<file path="src/rtl/core/tot_pkg.sv">
// ----------------------------------------------------------------------------
// tot_pkg: shared types and constants of the thruster overcurrent trip unit
// Field widths, command kinds, config register indexes and reset values.
// ----------------------------------------------------------------------------
`default_nettype none

package tot_pkg;

    localparam int unsigned MOTORS            = 6;
    localparam int unsigned MIDX_W            = 3;
    localparam int unsigned SAMPLE_W          = 12;
    localparam int unsigned SPEED_W           = 8;
    localparam int unsigned ACTION_W          = 3;
    localparam int unsigned GAIN_W            = 16;
    localparam int unsigned CAL_W             = 16;
    localparam int unsigned CAL_FRAC          = 12;
    localparam int unsigned LIMIT_W           = 15;
    localparam int unsigned DEF_HISTORY_DEPTH = 16;
    localparam int unsigned QUEUE_DEPTH       = 4;

    localparam logic [MIDX_W-1:0] MIDX_LAST = MIDX_W'(MOTORS - 1);

    // speed allowance: floor(speed_gain * speed / 6) by reciprocal
    localparam int unsigned SPD_PROD_W    = 2 * SPEED_W;
    localparam int unsigned SPD_DIV       = 6;
    localparam int unsigned SPD_DIV_SHIFT = SPD_PROD_W + $clog2(SPD_DIV);
    localparam int unsigned SPD_DIV_MUL_W = SPD_PROD_W + 1;
    localparam logic [SPD_DIV_MUL_W-1:0] SPD_DIV_MUL =
        SPD_DIV_MUL_W'((64'd1 << SPD_DIV_SHIFT) / SPD_DIV + 1);

    localparam logic [SPEED_W-1:0] BASE_OFF   = 8'hFF;
    localparam logic [LIMIT_W-1:0] BASE_SCALE = 15'd40;

    // action codes
    localparam logic [ACTION_W-1:0] ACT_SWEEP = 3'd0;
    localparam logic [ACTION_W-1:0] ACT_SPEED = 3'd1;
    localparam logic [ACTION_W-1:0] ACT_ON    = 3'd2;
    localparam logic [ACTION_W-1:0] ACT_OFF   = 3'd3;
    localparam logic [ACTION_W-1:0] ACT_KILL  = 3'd4;

    // config port
    localparam int unsigned CFG_IDX_W  = 2;
    localparam int unsigned CFG_DATA_W = 16;
    localparam logic [CFG_IDX_W-1:0] CFG_SPEED_GAIN     = 2'd0;
    localparam logic [CFG_IDX_W-1:0] CFG_BASE_LIMIT     = 2'd1;
    localparam logic [CFG_IDX_W-1:0] CFG_CURRENT_GAIN   = 2'd2;
    localparam logic [CFG_IDX_W-1:0] CFG_CURRENT_OFFSET = 2'd3;

    localparam logic [SPEED_W-1:0]       RST_SPEED_GAIN     = 8'd0;
    localparam logic [SPEED_W-1:0]       RST_BASE_LIMIT     = 8'd255;
    localparam logic [GAIN_W-1:0]        RST_CURRENT_GAIN   = 16'd30571;
    localparam logic signed [CAL_W-1:0]  RST_CURRENT_OFFSET = 16'shF3E6;

    // stream packing
    localparam int unsigned IN_DATA_W    = 88;
    localparam int unsigned OUT_DATA_W   = 16;
    localparam int unsigned IN_IDX_LSB   = MOTORS * SAMPLE_W;
    localparam int unsigned IN_SPEED_LSB = IN_IDX_LSB + MIDX_W;
    localparam int unsigned IN_USED_W    = IN_SPEED_LSB + SPEED_W;

    typedef logic [MOTORS-1:0][SAMPLE_W-1:0] samples_t;

    typedef enum logic [2:0] {
        CMD_NOP,
        CMD_SWEEP,
        CMD_SPEED,
        CMD_ON,
        CMD_OFF,
        CMD_KILL
    } kind_t;

    typedef struct packed {
        kind_t                kind;
        logic [MIDX_W-1:0]    idx;
        logic [MOTORS-1:0]    bit_mask;
        logic [SPEED_W-1:0]   speed;
        samples_t             samples;
    } cmd_t;

    typedef struct packed {
        logic              valid;
        logic [MIDX_W-1:0] idx;
        logic              over;
    } chk_res_t;

endpackage

`default_nettype wire

</file>
<file path="src/rtl/core/tot_front.sv">
// ----------------------------------------------------------------------------
// tot_front: input stage
// Takes input beats, decodes the action into a command and holds it for the
// queue.
// ----------------------------------------------------------------------------
`default_nettype none

module tot_front (
    input  wire logic                             clk,
    input  wire logic                             rst_n,
    input  wire logic                             in_valid,
    output logic                                  in_ready,
    input  wire logic [tot_pkg::ACTION_W-1:0]     action,
    input  wire tot_pkg::samples_t                samples,
    input  wire logic [tot_pkg::MIDX_W-1:0]       motor_index,
    input  wire logic [tot_pkg::SPEED_W-1:0]      speed_value,
    output tot_pkg::cmd_t                         cmd,
    output logic                                  cmd_valid,
    input  wire logic                             cmd_ready
);

    logic           valid_reg;
    tot_pkg::cmd_t  cmd_reg;
    tot_pkg::cmd_t  cmd_next;
    logic           idx_ok;

    assign idx_ok   = motor_index < tot_pkg::MIDX_W'(tot_pkg::MOTORS);
    assign in_ready = !valid_reg || cmd_ready;

    always_comb
    begin
        cmd_next.idx      = motor_index;
        cmd_next.bit_mask = idx_ok ? (tot_pkg::MOTORS'(1) << motor_index) : '0;
        cmd_next.speed    = speed_value;
        cmd_next.samples  = samples;
        unique case (action)
            tot_pkg::ACT_SWEEP: cmd_next.kind = tot_pkg::CMD_SWEEP;
            tot_pkg::ACT_SPEED: cmd_next.kind = idx_ok ? tot_pkg::CMD_SPEED : tot_pkg::CMD_NOP;
            tot_pkg::ACT_ON:    cmd_next.kind = idx_ok ? tot_pkg::CMD_ON : tot_pkg::CMD_NOP;
            tot_pkg::ACT_OFF:   cmd_next.kind = idx_ok ? tot_pkg::CMD_OFF : tot_pkg::CMD_NOP;
            tot_pkg::ACT_KILL:  cmd_next.kind = tot_pkg::CMD_KILL;
            default:            cmd_next.kind = tot_pkg::CMD_NOP;
        endcase
    end

    always_ff @(posedge clk or negedge rst_n)
    begin
        if (!rst_n)
        begin
            valid_reg <= 1'b0;
        end
        else if (in_valid && in_ready)
        begin
            valid_reg <= 1'b1;
        end
        else if (cmd_ready)
        begin
            valid_reg <= 1'b0;
        end
    end

    always_ff @(posedge clk)
    begin
        if (in_valid && in_ready)
        begin
            cmd_reg <= cmd_next;
        end
    end

    assign cmd       = cmd_reg;
    assign cmd_valid = valid_reg;

endmodule

`default_nettype wire

</file>
<file path="src/rtl/core/tot_queue.sv">
// ----------------------------------------------------------------------------
// tot_queue: command queue
// Short FIFO between the decode stage and the execution stage.
// ----------------------------------------------------------------------------
`default_nettype none

module tot_queue (
    input  wire logic          clk,
    input  wire logic          rst_n,
    input  wire tot_pkg::cmd_t push_cmd,
    input  wire logic          push_valid,
    output logic               push_ready,
    output tot_pkg::cmd_t      pop_cmd,
    output logic               pop_valid,
    input  wire logic          pop_ready
);

    localparam int unsigned QW = $clog2(tot_pkg::QUEUE_DEPTH);

    tot_pkg::cmd_t  entry_reg [tot_pkg::QUEUE_DEPTH];
    logic [QW:0]    wr_ptr_reg;
    logic [QW:0]    rd_ptr_reg;
    logic           full;
    logic           empty;

    assign empty = wr_ptr_reg == rd_ptr_reg;
    assign full  = (wr_ptr_reg[QW] != rd_ptr_reg[QW]) &&
                   (wr_ptr_reg[QW-1:0] == rd_ptr_reg[QW-1:0]);

    assign push_ready = !full;
    assign pop_valid  = !empty;
    assign pop_cmd    = entry_reg[rd_ptr_reg[QW-1:0]];

    always_ff @(posedge clk or negedge rst_n)
    begin
        if (!rst_n)
        begin
            wr_ptr_reg <= '0;
            rd_ptr_reg <= '0;
        end
        else
        begin
            if (push_valid && push_ready)
            begin
                wr_ptr_reg <= wr_ptr_reg + 1'b1;
            end
            if (pop_valid && pop_ready)
            begin
                rd_ptr_reg <= rd_ptr_reg + 1'b1;
            end
        end
    end

    always_ff @(posedge clk)
    begin
        if (push_valid && push_ready)
        begin
            entry_reg[wr_ptr_reg[QW-1:0]] <= push_cmd;
        end
    end

endmodule

`default_nettype wire

</file>
<file path="src/rtl/core/tot_check.sv">
// ----------------------------------------------------------------------------
// tot_check: overcurrent check pipeline
// Three stages: average and speed product, calibration and allowance products,
// saturation and limit sum. One motor enters per cycle.
// ----------------------------------------------------------------------------
`default_nettype none

module tot_check #(
    parameter int unsigned HISTORY_DEPTH = tot_pkg::DEF_HISTORY_DEPTH
) (
    input  wire logic                                clk,
    input  wire logic                                rst_n,
    input  wire logic                                iss_valid,
    input  wire logic [tot_pkg::MIDX_W-1:0]          iss_idx,
    input  wire logic [tot_pkg::SAMPLE_W+$clog2(HISTORY_DEPTH)-1:0] iss_sum,
    input  wire logic [tot_pkg::SPEED_W-1:0]         iss_speed,
    input  wire logic [tot_pkg::SPEED_W-1:0]         speed_gain,
    input  wire logic [tot_pkg::SPEED_W-1:0]         base_limit,
    input  wire logic [tot_pkg::GAIN_W-1:0]          current_gain,
    input  wire logic signed [tot_pkg::CAL_W-1:0]    current_offset,
    output tot_pkg::chk_res_t                        res
);

    localparam int unsigned POS_W      = $clog2(HISTORY_DEPTH);
    localparam int unsigned SUM_W      = tot_pkg::SAMPLE_W + POS_W;
    localparam int unsigned AVG_SHIFT  = SUM_W + POS_W;
    localparam int unsigned AVG_MUL_W  = SUM_W + 2;
    localparam int unsigned AVG_PROD_W = SUM_W + AVG_MUL_W;
    localparam logic [AVG_MUL_W-1:0] AVG_MUL =
        AVG_MUL_W'((64'd1 << AVG_SHIFT) / HISTORY_DEPTH + 64'd1);
    localparam int unsigned SCALED_W   = tot_pkg::SAMPLE_W + tot_pkg::GAIN_W;
    localparam int unsigned LIM_PROD_W = tot_pkg::SPD_PROD_W + tot_pkg::SPD_DIV_MUL_W;
    localparam int unsigned CAL_SUM_W  = tot_pkg::CAL_W + 2;

    logic                              s1_valid_reg;
    logic                              s2_valid_reg;
    logic                              s3_valid_reg;
    logic [tot_pkg::MIDX_W-1:0]        s1_idx_reg;
    logic [tot_pkg::MIDX_W-1:0]        s2_idx_reg;
    logic [tot_pkg::MIDX_W-1:0]        s3_idx_reg;
    logic [AVG_PROD_W-1:0]             avg_prod_reg;
    logic [tot_pkg::SPD_PROD_W-1:0]    spd_prod_reg;
    logic [SCALED_W-1:0]               scaled_reg;
    logic [LIM_PROD_W-1:0]             lim_prod_reg;
    logic [tot_pkg::CAL_W-1:0]         cal_reg;
    logic [tot_pkg::LIMIT_W-1:0]       limit_reg;

    logic [tot_pkg::SAMPLE_W-1:0]      avg;
    logic [tot_pkg::CAL_W-1:0]         scaled_hi;
    logic signed [CAL_SUM_W-1:0]       cal_sum;
    logic [tot_pkg::CAL_W-1:0]         cal_sat;
    logic [tot_pkg::LIMIT_W-1:0]       spd_allow;
    logic [tot_pkg::LIMIT_W-1:0]       base_allow;

    assign avg       = tot_pkg::SAMPLE_W'(avg_prod_reg >> AVG_SHIFT);
    assign scaled_hi = tot_pkg::CAL_W'(scaled_reg >> tot_pkg::CAL_FRAC);
    assign cal_sum   = $signed({2'b00, scaled_hi}) +
                       $signed({{2{current_offset[tot_pkg::CAL_W-1]}}, current_offset});
    assign spd_allow  = tot_pkg::LIMIT_W'(lim_prod_reg >> tot_pkg::SPD_DIV_SHIFT);
    assign base_allow = tot_pkg::LIMIT_W'(base_limit) * tot_pkg::BASE_SCALE;

    always_comb
    begin
        if (cal_sum[CAL_SUM_W-1])
        begin
            cal_sat = '0;
        end
        else if (cal_sum[CAL_SUM_W-2])
        begin
            cal_sat = '1;
        end
        else
        begin
            cal_sat = cal_sum[tot_pkg::CAL_W-1:0];
        end
    end

    always_ff @(posedge clk or negedge rst_n)
    begin
        if (!rst_n)
        begin
            s1_valid_reg <= 1'b0;
            s2_valid_reg <= 1'b0;
            s3_valid_reg <= 1'b0;
        end
        else
        begin
            s1_valid_reg <= iss_valid;
            s2_valid_reg <= s1_valid_reg;
            s3_valid_reg <= s2_valid_reg;
        end
    end

    always_ff @(posedge clk)
    begin
        s1_idx_reg   <= iss_idx;
        avg_prod_reg <= AVG_PROD_W'(iss_sum) * AVG_PROD_W'(AVG_MUL);
        spd_prod_reg <= tot_pkg::SPD_PROD_W'(iss_speed) * tot_pkg::SPD_PROD_W'(speed_gain);

        s2_idx_reg   <= s1_idx_reg;
        scaled_reg   <= SCALED_W'(avg) * SCALED_W'(current_gain);
        lim_prod_reg <= LIM_PROD_W'(spd_prod_reg) * LIM_PROD_W'(tot_pkg::SPD_DIV_MUL);

        s3_idx_reg   <= s2_idx_reg;
        cal_reg      <= cal_sat;
        limit_reg    <= spd_allow + base_allow;
    end

    assign res.valid = s3_valid_reg;
    assign res.idx   = s3_idx_reg;
    assign res.over  = cal_reg > tot_pkg::CAL_W'(limit_reg);

endmodule

`default_nettype wire

</file>
<file path="src/rtl/core/tot_back.sv">
// ----------------------------------------------------------------------------
// tot_back: execution stage
// Sample history ring, running sums, speeds and trip state; holds the result
// beat; checks all motors for overcurrent on a wrap if base_limit != BASE_OFF.
// ----------------------------------------------------------------------------
`default_nettype none

module tot_back #(
    parameter int unsigned HISTORY_DEPTH = tot_pkg::DEF_HISTORY_DEPTH
) (
    input  wire logic                              clk,
    input  wire logic                              rst_n,
    input  wire tot_pkg::cmd_t                     cmd,
    input  wire logic                              cmd_valid,
    output logic                                   cmd_ready,
    input  wire logic [tot_pkg::SPEED_W-1:0]       speed_gain,
    input  wire logic [tot_pkg::SPEED_W-1:0]       base_limit,
    input  wire logic [tot_pkg::GAIN_W-1:0]        current_gain,
    input  wire logic signed [tot_pkg::CAL_W-1:0]  current_offset,
    output logic                                   out_valid,
    input  wire logic                              out_ready,
    output logic [tot_pkg::MOTORS-1:0]             enable_mask,
    output logic [tot_pkg::MOTORS-1:0]             trip_mask,
    output logic                                   overcurrent_led
);

    localparam int unsigned POS_W = $clog2(HISTORY_DEPTH);
    localparam int unsigned SUM_W = tot_pkg::SAMPLE_W + POS_W;
    localparam logic [POS_W-1:0] POS_LAST = POS_W'(HISTORY_DEPTH - 1);

    typedef enum logic {
        ST_RUN,
        ST_CHECK
    } state_t;

    state_t                          state_reg,      state_next;
    logic [POS_W-1:0]                pos_reg,        pos_next;
    logic                            fill_reg,       fill_next;
    logic                            stage_valid_reg, stage_valid_next;
    logic [SUM_W-1:0]                sum_reg   [tot_pkg::MOTORS];
    logic [SUM_W-1:0]                sum_next  [tot_pkg::MOTORS];
    logic [tot_pkg::SPEED_W-1:0]     speed_reg [tot_pkg::MOTORS];
    logic [tot_pkg::SPEED_W-1:0]     speed_next[tot_pkg::MOTORS];
    logic [tot_pkg::MOTORS-1:0]      strike_reg,     strike_next;
    logic [tot_pkg::MOTORS-1:0]      trip_reg,       trip_next;
    logic [tot_pkg::MOTORS-1:0]      en_reg,         en_next;
    logic [tot_pkg::MIDX_W-1:0]      iss_cnt_reg,    iss_cnt_next;
    logic                            iss_left_reg,   iss_left_next;
    logic                            out_valid_reg,  out_valid_next;
    logic [tot_pkg::MOTORS-1:0]      out_en_reg,     out_en_next;
    logic [tot_pkg::MOTORS-1:0]      out_trip_reg,   out_trip_next;
    logic                            out_led_reg,    out_led_next;

    tot_pkg::samples_t               hist_mem [HISTORY_DEPTH];
    tot_pkg::samples_t               rd_data_reg;
    tot_pkg::cmd_t                   stage_cmd_reg;
    logic [POS_W-1:0]                stage_pos_reg;
    logic                            stage_fill_reg;

    tot_pkg::samples_t               old_sample;
    tot_pkg::chk_res_t               chk_res;
    logic                            exec;
    logic                            load;
    logic                            mem_we;
    logic                            wrap_check;
    logic                            iss_valid;

    assign exec = (state_reg == ST_RUN) && stage_valid_reg && (!out_valid_reg || out_ready);
    assign load = cmd_valid && (!stage_valid_reg || exec);
    assign cmd_ready  = load;
    assign iss_valid  = (state_reg == ST_CHECK) && iss_left_reg;
    assign old_sample = stage_fill_reg ? rd_data_reg : '0;
    assign wrap_check = (stage_cmd_reg.kind == tot_pkg::CMD_SWEEP) &&
                        (stage_pos_reg == POS_LAST) && (base_limit != tot_pkg::BASE_OFF);

    tot_check #(
        .HISTORY_DEPTH (HISTORY_DEPTH)
    ) u_check (
        .clk            (clk),
        .rst_n          (rst_n),
        .iss_valid      (iss_valid),
        .iss_idx        (iss_cnt_reg),
        .iss_sum        (sum_reg[iss_cnt_reg]),
        .iss_speed      (speed_reg[iss_cnt_reg]),
        .speed_gain     (speed_gain),
        .base_limit     (base_limit),
        .current_gain   (current_gain),
        .current_offset (current_offset),
        .res            (chk_res)
    );

    always_comb
    begin
        state_next       = state_reg;
        pos_next         = pos_reg;
        fill_next        = fill_reg;
        stage_valid_next = stage_valid_reg;
        strike_next      = strike_reg;
        trip_next        = trip_reg;
        en_next          = en_reg;
        iss_cnt_next     = iss_cnt_reg;
        iss_left_next    = iss_left_reg;
        out_valid_next   = out_valid_reg;
        out_en_next      = out_en_reg;
        out_trip_next    = out_trip_reg;
        out_led_next     = out_led_reg;
        mem_we           = 1'b0;
        for (int m = 0; m < tot_pkg::MOTORS; m++)
        begin
            sum_next[m]   = sum_reg[m];
            speed_next[m] = speed_reg[m];
        end

        if (load)
        begin
            stage_valid_next = 1'b1;
            if (cmd.kind == tot_pkg::CMD_SWEEP)
            begin
                if (pos_reg == POS_LAST)
                begin
                    pos_next  = '0;
                    fill_next = 1'b1;
                end
                else
                begin
                    pos_next = pos_reg + 1'b1;
                end
            end
        end
        else if (exec)
        begin
            stage_valid_next = 1'b0;
        end

        if (out_ready)
        begin
            out_valid_next = 1'b0;
        end

        if (exec)
        begin
            unique case (stage_cmd_reg.kind)
                tot_pkg::CMD_SWEEP:
                begin
                    for (int m = 0; m < tot_pkg::MOTORS; m++)
                    begin
                        sum_next[m] = sum_reg[m] - SUM_W'(old_sample[m]) +
                                      SUM_W'(stage_cmd_reg.samples[m]);
                    end
                    mem_we = 1'b1;
                end
                tot_pkg::CMD_SPEED:
                begin
                    speed_next[stage_cmd_reg.idx] = stage_cmd_reg.speed;
                end
                tot_pkg::CMD_ON:
                begin
                    if ((trip_reg & stage_cmd_reg.bit_mask) == '0)
                    begin
                        en_next = en_reg | stage_cmd_reg.bit_mask;
                    end
                end
                tot_pkg::CMD_OFF:
                begin
                    en_next   = en_reg & ~stage_cmd_reg.bit_mask;
                    trip_next = trip_reg & ~stage_cmd_reg.bit_mask;
                end
                tot_pkg::CMD_KILL:
                begin
                    en_next   = '0;
                    trip_next = '0;
                end
                tot_pkg::CMD_NOP:
                begin
                end
                default:
                begin
                end
            endcase

            if (wrap_check)
            begin
                state_next    = ST_CHECK;
                iss_cnt_next  = '0;
                iss_left_next = 1'b1;
            end
            else
            begin
                out_valid_next = 1'b1;
                out_en_next    = en_next;
                out_trip_next  = trip_next;
                out_led_next   = |trip_next;
            end
        end

        if (iss_valid)
        begin
            if (iss_cnt_reg == tot_pkg::MIDX_LAST)
            begin
                iss_left_next = 1'b0;
            end
            else
            begin
                iss_cnt_next = iss_cnt_reg + 1'b1;
            end
        end

        // two overlimit checks in a row latch the trip
        if (chk_res.valid)
        begin
            if (chk_res.over)
            begin
                if (strike_reg[chk_res.idx])
                begin
                    trip_next[chk_res.idx] = 1'b1;
                end
                else
                begin
                    strike_next[chk_res.idx] = 1'b1;
                end
            end
            else
            begin
                strike_next[chk_res.idx] = 1'b0;
            end

            if (chk_res.idx == tot_pkg::MIDX_LAST)
            begin
                en_next        = en_reg & ~trip_next;
                out_valid_next = 1'b1;
                out_en_next    = en_next;
                out_trip_next  = trip_next;
                out_led_next   = |trip_next;
                state_next     = ST_RUN;
            end
        end
    end

    always_ff @(posedge clk or negedge rst_n)
    begin
        if (!rst_n)
        begin
            state_reg       <= ST_RUN;
            pos_reg         <= '0;
            fill_reg        <= 1'b0;
            stage_valid_reg <= 1'b0;
            strike_reg      <= '0;
            trip_reg        <= '0;
            en_reg          <= '0;
            iss_cnt_reg     <= '0;
            iss_left_reg    <= 1'b0;
            out_valid_reg   <= 1'b0;
            out_en_reg      <= '0;
            out_trip_reg    <= '0;
            out_led_reg     <= 1'b0;
            for (int m = 0; m < tot_pkg::MOTORS; m++)
            begin
                sum_reg[m]   <= '0;
                speed_reg[m] <= '0;
            end
        end
        else
        begin
            state_reg       <= state_next;
            pos_reg         <= pos_next;
            fill_reg        <= fill_next;
            stage_valid_reg <= stage_valid_next;
            strike_reg      <= strike_next;
            trip_reg        <= trip_next;
            en_reg          <= en_next;
            iss_cnt_reg     <= iss_cnt_next;
            iss_left_reg    <= iss_left_next;
            out_valid_reg   <= out_valid_next;
            out_en_reg      <= out_en_next;
            out_trip_reg    <= out_trip_next;
            out_led_reg     <= out_led_next;
            for (int m = 0; m < tot_pkg::MOTORS; m++)
            begin
                sum_reg[m]   <= sum_next[m];
                speed_reg[m] <= speed_next[m];
            end
        end
    end

    // history ring: read on load, written when the sweep executes
    always_ff @(posedge clk)
    begin
        if (mem_we)
        begin
            hist_mem[stage_pos_reg] <= stage_cmd_reg.samples;
        end
        if (load)
        begin
            rd_data_reg    <= hist_mem[pos_reg];
            stage_cmd_reg  <= cmd;
            stage_pos_reg  <= pos_reg;
            stage_fill_reg <= fill_reg;
        end
    end

    assign out_valid       = out_valid_reg;
    assign enable_mask     = out_en_reg;
    assign trip_mask       = out_trip_reg;
    assign overcurrent_led = out_led_reg;

endmodule

`default_nettype wire

</file>
<file path="src/rtl/core/thruster_overcurrent_trip_unit.sv">
// ----------------------------------------------------------------------------
// thruster_overcurrent_trip_unit: overcurrent protection for six thrusters
// Path: front register, command queue, execution stage, result register; a
// sweep that wraps the ring with protection on also runs six motors through
// the 3-stage check pipeline. Otherwise one beat per cycle if m_axis is ready.
// Reset: asynchronous, active low; history reads as zero until the ring has
// wrapped once, so no clearing pass is run.
// ----------------------------------------------------------------------------
`default_nettype none

module thruster_overcurrent_trip_unit #(
    parameter int unsigned HISTORY_DEPTH = tot_pkg::DEF_HISTORY_DEPTH
) (
    input  wire logic                               clk,
    input  wire logic                               rst_n,
    input  wire logic                               s_axis_tvalid,
    output logic                                    s_axis_tready,
    // sample_m0..sample_m5, motor_index, speed_value, zero pad
    input  wire logic [tot_pkg::IN_DATA_W-1:0]      s_axis_tdata,
    // action
    input  wire logic [tot_pkg::ACTION_W-1:0]       s_axis_tuser,
    output logic                                    m_axis_tvalid,
    input  wire logic                               m_axis_tready,
    // enable_mask, trip_mask, overcurrent_led, zero pad
    output logic [tot_pkg::OUT_DATA_W-1:0]          m_axis_tdata,
    input  wire logic                               cfg_we,
    input  wire logic [tot_pkg::CFG_IDX_W-1:0]      cfg_index,
    input  wire logic [tot_pkg::CFG_DATA_W-1:0]     cfg_data
);

    logic [tot_pkg::SPEED_W-1:0]        speed_gain_reg;
    logic [tot_pkg::SPEED_W-1:0]        base_limit_reg;
    logic [tot_pkg::GAIN_W-1:0]         current_gain_reg;
    logic signed [tot_pkg::CAL_W-1:0]   current_offset_reg;

    tot_pkg::cmd_t                      front_cmd;
    logic                               front_valid;
    logic                               front_ready;
    tot_pkg::cmd_t                      queue_cmd;
    logic                               queue_valid;
    logic                               queue_ready;
    logic [tot_pkg::MOTORS-1:0]         enable_mask;
    logic [tot_pkg::MOTORS-1:0]         trip_mask;
    logic                               overcurrent_led;

    always_ff @(posedge clk or negedge rst_n)
    begin
        if (!rst_n)
        begin
            speed_gain_reg     <= tot_pkg::RST_SPEED_GAIN;
            base_limit_reg     <= tot_pkg::RST_BASE_LIMIT;
            current_gain_reg   <= tot_pkg::RST_CURRENT_GAIN;
            current_offset_reg <= tot_pkg::RST_CURRENT_OFFSET;
        end
        else if (cfg_we)
        begin
            unique case (cfg_index)
                tot_pkg::CFG_SPEED_GAIN:     speed_gain_reg     <= cfg_data[tot_pkg::SPEED_W-1:0];
                tot_pkg::CFG_BASE_LIMIT:     base_limit_reg     <= cfg_data[tot_pkg::SPEED_W-1:0];
                tot_pkg::CFG_CURRENT_GAIN:   current_gain_reg   <= cfg_data;
                tot_pkg::CFG_CURRENT_OFFSET: current_offset_reg <= $signed(cfg_data);
                default:
                begin
                end
            endcase
        end
    end

    tot_front u_front (
        .clk         (clk),
        .rst_n       (rst_n),
        .in_valid    (s_axis_tvalid),
        .in_ready    (s_axis_tready),
        .action      (s_axis_tuser),
        .samples     (s_axis_tdata[tot_pkg::IN_IDX_LSB-1:0]),
        .motor_index (s_axis_tdata[tot_pkg::IN_SPEED_LSB-1:tot_pkg::IN_IDX_LSB]),
        .speed_value (s_axis_tdata[tot_pkg::IN_USED_W-1:tot_pkg::IN_SPEED_LSB]),
        .cmd         (front_cmd),
        .cmd_valid   (front_valid),
        .cmd_ready   (front_ready)
    );

    tot_queue u_queue (
        .clk        (clk),
        .rst_n      (rst_n),
        .push_cmd   (front_cmd),
        .push_valid (front_valid),
        .push_ready (front_ready),
        .pop_cmd    (queue_cmd),
        .pop_valid  (queue_valid),
        .pop_ready  (queue_ready)
    );

    tot_back #(
        .HISTORY_DEPTH (HISTORY_DEPTH)
    ) u_back (
        .clk             (clk),
        .rst_n           (rst_n),
        .cmd             (queue_cmd),
        .cmd_valid       (queue_valid),
        .cmd_ready       (queue_ready),
        .speed_gain      (speed_gain_reg),
        .base_limit      (base_limit_reg),
        .current_gain    (current_gain_reg),
        .current_offset  (current_offset_reg),
        .out_valid       (m_axis_tvalid),
        .out_ready       (m_axis_tready),
        .enable_mask     (enable_mask),
        .trip_mask       (trip_mask),
        .overcurrent_led (overcurrent_led)
    );

    assign m_axis_tdata = tot_pkg::OUT_DATA_W'({overcurrent_led, trip_mask, enable_mask});

endmodule

`default_nettype wire
</file>
<file path="config.mk">
export PLATFORM = sky130hd
export DESIGN_NAME = thruster_overcurrent_trip_unit
export DESIGN_NICKNAME = d
export VERILOG_FILES = /design/src/rtl/core/tot_pkg.sv /design/src/rtl/core/tot_front.sv /design/src/rtl/core/tot_queue.sv /design/src/rtl/core/tot_check.sv /design/src/rtl/core/tot_back.sv /design/src/rtl/core/thruster_overcurrent_trip_unit.sv
export SDC_FILE = /design/constraint.sdc
export NUM_CORES = 2
export LEC_CHECK = 0
export BUFFER_PORTS_ARGS = -buffer_cell sky130_fd_sc_hd__buf_2
export CAP_MARGIN = 20
export CELL_PAD_IN_SITES_DETAIL_PLACEMENT = 2
export CELL_PAD_IN_SITES_GLOBAL_PLACEMENT = 2
export CORE_MARGIN = 1
export CORE_UTILIZATION = 52
export CTS_CLUSTER_SIZE = 16
export DETAILED_ROUTE_END_ITERATION = 8
export PLACE_DENSITY = 0.91
export SLEW_MARGIN = 30
export SYNTH_ARGS = -nofsm -noshare
export SYNTH_HDL_FRONTEND = slang
export SYNTH_SLANG_ARGS = --single-unit
</file>
<file path="constraint.sdc">
create_clock -name clk -period 23 [get_ports clk]
set_input_delay 1.15 -clock clk [delete_from_list [all_inputs] [get_ports clk]]
set_output_delay 1.15 -clock clk [all_outputs]
set_load 0.02 [all_outputs]
</file>
==> results of run 1 <==
stage by stage:
| step | area [µm²] | hold slack (ps) |
|---|---|---|
| 2_1_floorplan | 97370 | 309.6 |
| 3_3_place_gp | 101100 | 312.6 |
cell families after synthesis:
family          synth area share [%]
flops                          63.28
buf+inv                        3.651
simple gates                   4.518
fa+ha+maj                      11.75
mux                            12.26
compound gates                 3.326
xor+xnor                       1.213
other cells                 0.003852
==> reports/results.tsv, run 1 <==
stage	metric	value	unit
logic_synthesis	synth_top_cells_by_count	edfxtp_1, inv_1, mux4_2	
run_status	error_line	[ERROR DPL-0033] detailed placement checks failed during check placement.	
place	numPortBuffers	123	
floorplan	initial_utilization	52.45	%
floorplan	die_y	434.7	µm
logic_synthesis	post-synth-top-area-cell	edfxtp_1	
logic_synthesis	postSynth.asyncResetShare	11.53	%
logic_synthesis	synth-seq-cells	2124	
logic_synthesis	syn_area	97360	µm²
logic_synthesis	ys_warn_count	0	
logic_synthesis	yosysUniqueCellTypes	78	
place	dp_hpwl	221.9	mm
logic_synthesis	yosysMostFrequentCell	edfxtp_1	
floorplan	io_pins	132	
logic_synthesis	synth-main-ff-cell	edfxtp_1	
run_status	haltStage	detailed placement	
logic_synthesis	avgSynthCellArea	16.42	µm²
logic_synthesis	synth_area_leaders	edfxtp_1, mux4_2, fa_1, dfrtp_1, ha_1	
logic_synthesis	yosysTopAreaCellShare	54.93	%
floorplan	die_w	434.7	µm
run_status	outcome	did not finish	
logic_synthesis	synth_edf_count	1781	
place	place_congestion	0.8337	
floorplan	num_rows	158	
logic_synthesis	postSynthCellCount	5931	
logic_synthesis	synth_sequential_area_ratio	63.28	%
==> inputs of run 2 (changes only) <==
--- a/config.mk
+++ b/config.mk
@@ -7,13 +7,10 @@
 export LEC_CHECK = 0
 export BUFFER_PORTS_ARGS = -buffer_cell sky130_fd_sc_hd__buf_2
 export CAP_MARGIN = 20
-export CELL_PAD_IN_SITES_DETAIL_PLACEMENT = 2
-export CELL_PAD_IN_SITES_GLOBAL_PLACEMENT = 2
 export CORE_MARGIN = 1
-export CORE_UTILIZATION = 52
-export CTS_CLUSTER_SIZE = 16
+export CORE_UTILIZATION = 40
 export DETAILED_ROUTE_END_ITERATION = 8
-export PLACE_DENSITY = 0.91
+export PLACE_DENSITY_LB_ADDON = 0.15
 export SLEW_MARGIN = 30
 export SYNTH_ARGS = -nofsm -noshare
 export SYNTH_HDL_FRONTEND = slang
==> reports/results.tsv, run 2 <==
stage	metric	value	unit	change
clock_network	clkLatencyLatePin	860	ps	
power_and_ir_drop	power_density	140.1	nW/µm²	
run_status	outcome	complete, no violations		
power_and_ir_drop	p_int	9.932	mW	
sta	max_freq	139.4	MHz	
route	wl_met3	7.789	mm	
sta	whs	225.1	ps	
setup_path	cpMaxStageDelayCell	o21ai_1		
sta	period_share	31.19	%	
clock_network	clk_pin_slew	60	ps	
sta	hold_violations	0		
logic_synthesis	synth_top_cells_by_count	edfxtp_1, inv_1, mux4_2		
global_routing	grt_use_total	18.48	%	
power_and_ir_drop	switching_power	5.418	mW	
finish	final_net_count	7002		
clock_network	cts_max_level	4		
finish	multi_input_comb_area	32360	µm²	
setup_path	worst-path-stages	17		
route	vias	49740		
setup_path	startpoint	u_back.iss_cnt_reg[1]		
finish	layout-drive-gt1-share	19.18	%	
logic_synthesis	synth_sequential_area_ratio	63.28	%	unchanged
sta	setup_viol	0		
route	firstDrtPassIters	5		
finish	areaGrowthSynthToFinish	12.55	%	
logic_synthesis	postSynthCellCount	5931		unchanged
job	drv_cap	0		
setup_path	worstPathCellList	inv_1, nand2_1, o21ai_1, nand2_1, fa_1, fa_1, inv_1, fa_1, fa_1, ha_1, a21oi_1, o21ai_1, a21oi_1, o21ai_1, or4_1, o311a_1, xor2_1		
sta	period_needed	7174	ps	
sta	rsz0062_at_grt	false		
route	drc	0		
clock_network	clock_sinks	2124		
setup_path	critical_path_class	flip-flop to flip-flop		
logic_synthesis	yosysUniqueCellTypes	78		unchanged
finish	layout_common_cells	edfxtp_1, inv_1, mux4_2		
setup_path	ff2ff_path_depth	17		
finish	register_area	61640	µm²	
clock_network	cts_tree	done		
route	wl	222.2	mm	
sta	drv_slew	0		
logic_synthesis	synth-main-ff-cell	edfxtp_1		
logic_synthesis	synth_area_leaders	edfxtp_1, mux4_2, fa_1, dfrtp_1, ha_1		
setup_path	endpoint	u_back.u_check.spd_prod_reg[14]		
sta	fin_tns_setup	0	ps	
setup_path	worst_path_largest_cell_delay	910	ps	
floorplan	io_pins	132		unchanged
setup_path	startpoint_type	flip-flop		
floorplan	die_y	495.4	µm	+14%
place	place_congestion	0.8078		-3.1%
clock_network	cts_buffers	224		
route	drt-met1-wl	99.59	mm	
global_routing	grt_overflow_total	0		
route	top_layer_used	met5		
clock_network	cts.path.max_buffers	3		
setup_path	worstPathArrival	7930	ps	
setup_path	crit_fanout	20		
clock_network	cts_setup_buffers	0		
place	dp_hpwl	135.8	mm	-39%
setup_path	crit_buf_inv	2		
logic_synthesis	postSynth.asyncResetShare	11.53	%	unchanged
floorplan	num_rows	180		+14%
power_and_ir_drop	p_sw_share	35.30	%	
setup_path	r2r-end	u_back.u_check.spd_prod_reg[14]		
setup_path	r2r-start	u_back.iss_cnt_reg[1]		
setup_path	crit_family	adder cells		
global_routing	grt_pass1_wl	337.7	mm	
power_and_ir_drop	combinationalPowerShare	36.9	%	
hold_path	min_path_type	input port to async pin		
route	avgRoutedWirePerCell	23.25	µm	
route	dr_wl_met2	110.3	mm	
floorplan	core	241200	µm²	
clock_network	cts_root_buffer	clkbuf_16		
logic_synthesis	synth-seq-cells	2124		unchanged
clock_network	cts_resized	0		
route	ant_nets	0		
clock_network	ctsHoldBuffers	0		
logic_synthesis	synth_edf_count	1781		unchanged
power_and_ir_drop	clkPwrFrac	23.7	%	
finish	final_common_cell	edfxtp_1		
finish	largest_register_ffs	1152		
place	numPortBuffers	123		unchanged
floorplan	die_area	245400	µm²	
setup_path	end_kind	flip-flop		
place	post-place-ws	15690	ps	
logic_synthesis	post-synth-top-area-cell	edfxtp_1		
power_and_ir_drop	p_leak	41.21	nW	
logic_synthesis	syn_area	97360	µm²	unchanged
route	vias_per_cell	5.205		
floorplan	die_w	495.4	µm	+14%
route	drt_iter0_markers	3420		
logic_synthesis	yosysMostFrequentCell	edfxtp_1		
global_routing	antenna_found_initial	10		
setup_path	worst_ep_required_time	23760	ps	
setup_path	r2r_slack	15830	ps	
global_routing	grt_max_degree	73		
sta	worst_slew_margin_rel	33.44	%	
logic_synthesis	avgSynthCellArea	16.42	µm²	unchanged
power_and_ir_drop	seqPwrFrac	39.4	%	
setup_path	path_common_cell	fa_1		
sta	fin_skew	43.17	ps	
global_routing	grt_pass1_vias	52950		
sta	tightest_slew	998.4	ps	
floorplan	initial_utilization	40.36	%	-12 points
sta	finalWorstSetupSlack	15830	ps	
logic_synthesis	yosysTopAreaCellShare	54.93	%	unchanged
power_and_ir_drop	peakVddDrop	0.00007725	V	
logic_synthesis	ys_warn_count	0		unchanged
finish	fill_cells	20920		
==> run 2: cell counts after synthesis <==
Identical to the previous run, type by type.
==> run 2: kinds of logic (layout without fill, tap and decap cells) <==
group                      after synthesis  count (layout)  synth area share [%]
adders and majority gates              715             715                 11.75
and+or+nand+nor                        907             907                 4.518
DFF                                   2124            2124                 63.28
xor gates and xnor gates               134             134                 1.213
buffers and inverters                  939            1376                 3.651
muxes                                  590             590                 12.26
other                                    1               4              0.003852
AOI/OAI and AO/OA                      521             521                 3.326
==> run 2: area by class of cell <==
cell class | instances | share of cell area, %
sequential | 2124 | 56.25
multi-input combinational | 2870 | 29.53
clock buffer | 280 | 5.524
tap | 3185 | 3.637
inverter | 744 | 2.549
clock inverter | 143 | 1.290
timing repair buffer | 209 | 1.225
antenna | 1 | 0.002284
==> run 2: worst min path at each step <==
| stage | start | end | slack (ps) |
|---|---|---|---|
| after global routing | rst_n | current_gain_reg[15] | 200 |
| after global placement | u_back.u_check.s1_idx_reg[0] | u_back.u_check.s2_idx_reg[0] | 310 |
| after floorplan | u_back.u_check.lim_prod_reg[19] | u_back.u_check.limit_reg[0] | 310 |
| after CTS | rst_n | current_offset_reg[11] | 170 |
| after detailed placement | u_back.u_check.s2_idx_reg[2] | u_back.u_check.s3_idx_reg[2] | 310 |
| final | rst_n | current_gain_reg[15] | 230 |
==> run 2: through the flow <==
stage               area, µm²  total power, mW  instances  util [%]
global placement       102000            11.75       9128     42.29
floorplan               97370            10.18       5933         -
detailed placement     102100            11.87       9131     42.32
global route           109600            16.41       9556     45.43
CTS                    109500            15.57       9554     45.42
finish                 109600            15.35       9556     45.43
==> run 2: routing by layer <==
| layer | vias up | global-route usage (%) |
|---|---|---|
| li1 | 22330 | - |
| met1 | 26280 | 25.25 |
| met2 | 845 | 31.41 |
| met3 | 283 | 2.242 |
| met4 | 4 | 4.482 |
| met5 | - | 0 |
==> run 2: power by group through the flow <==
stage / registers [mW] / logic [mW] / clock network [mW]
6_report: 6.06 / 5.66 / 3.63
5_1_grt: 6.17 / 6.37 / 3.87
4_1_cts: 6.07 / 5.77 / 3.73
3_5_place_dp: 6.14 / 5.73 / 0
3_3_place_gp: 6.09 / 5.66 / 0
2_1_floorplan: 5.85 / 4.33 / 0
Note: power is estimated with default switching activity, not from simulation.
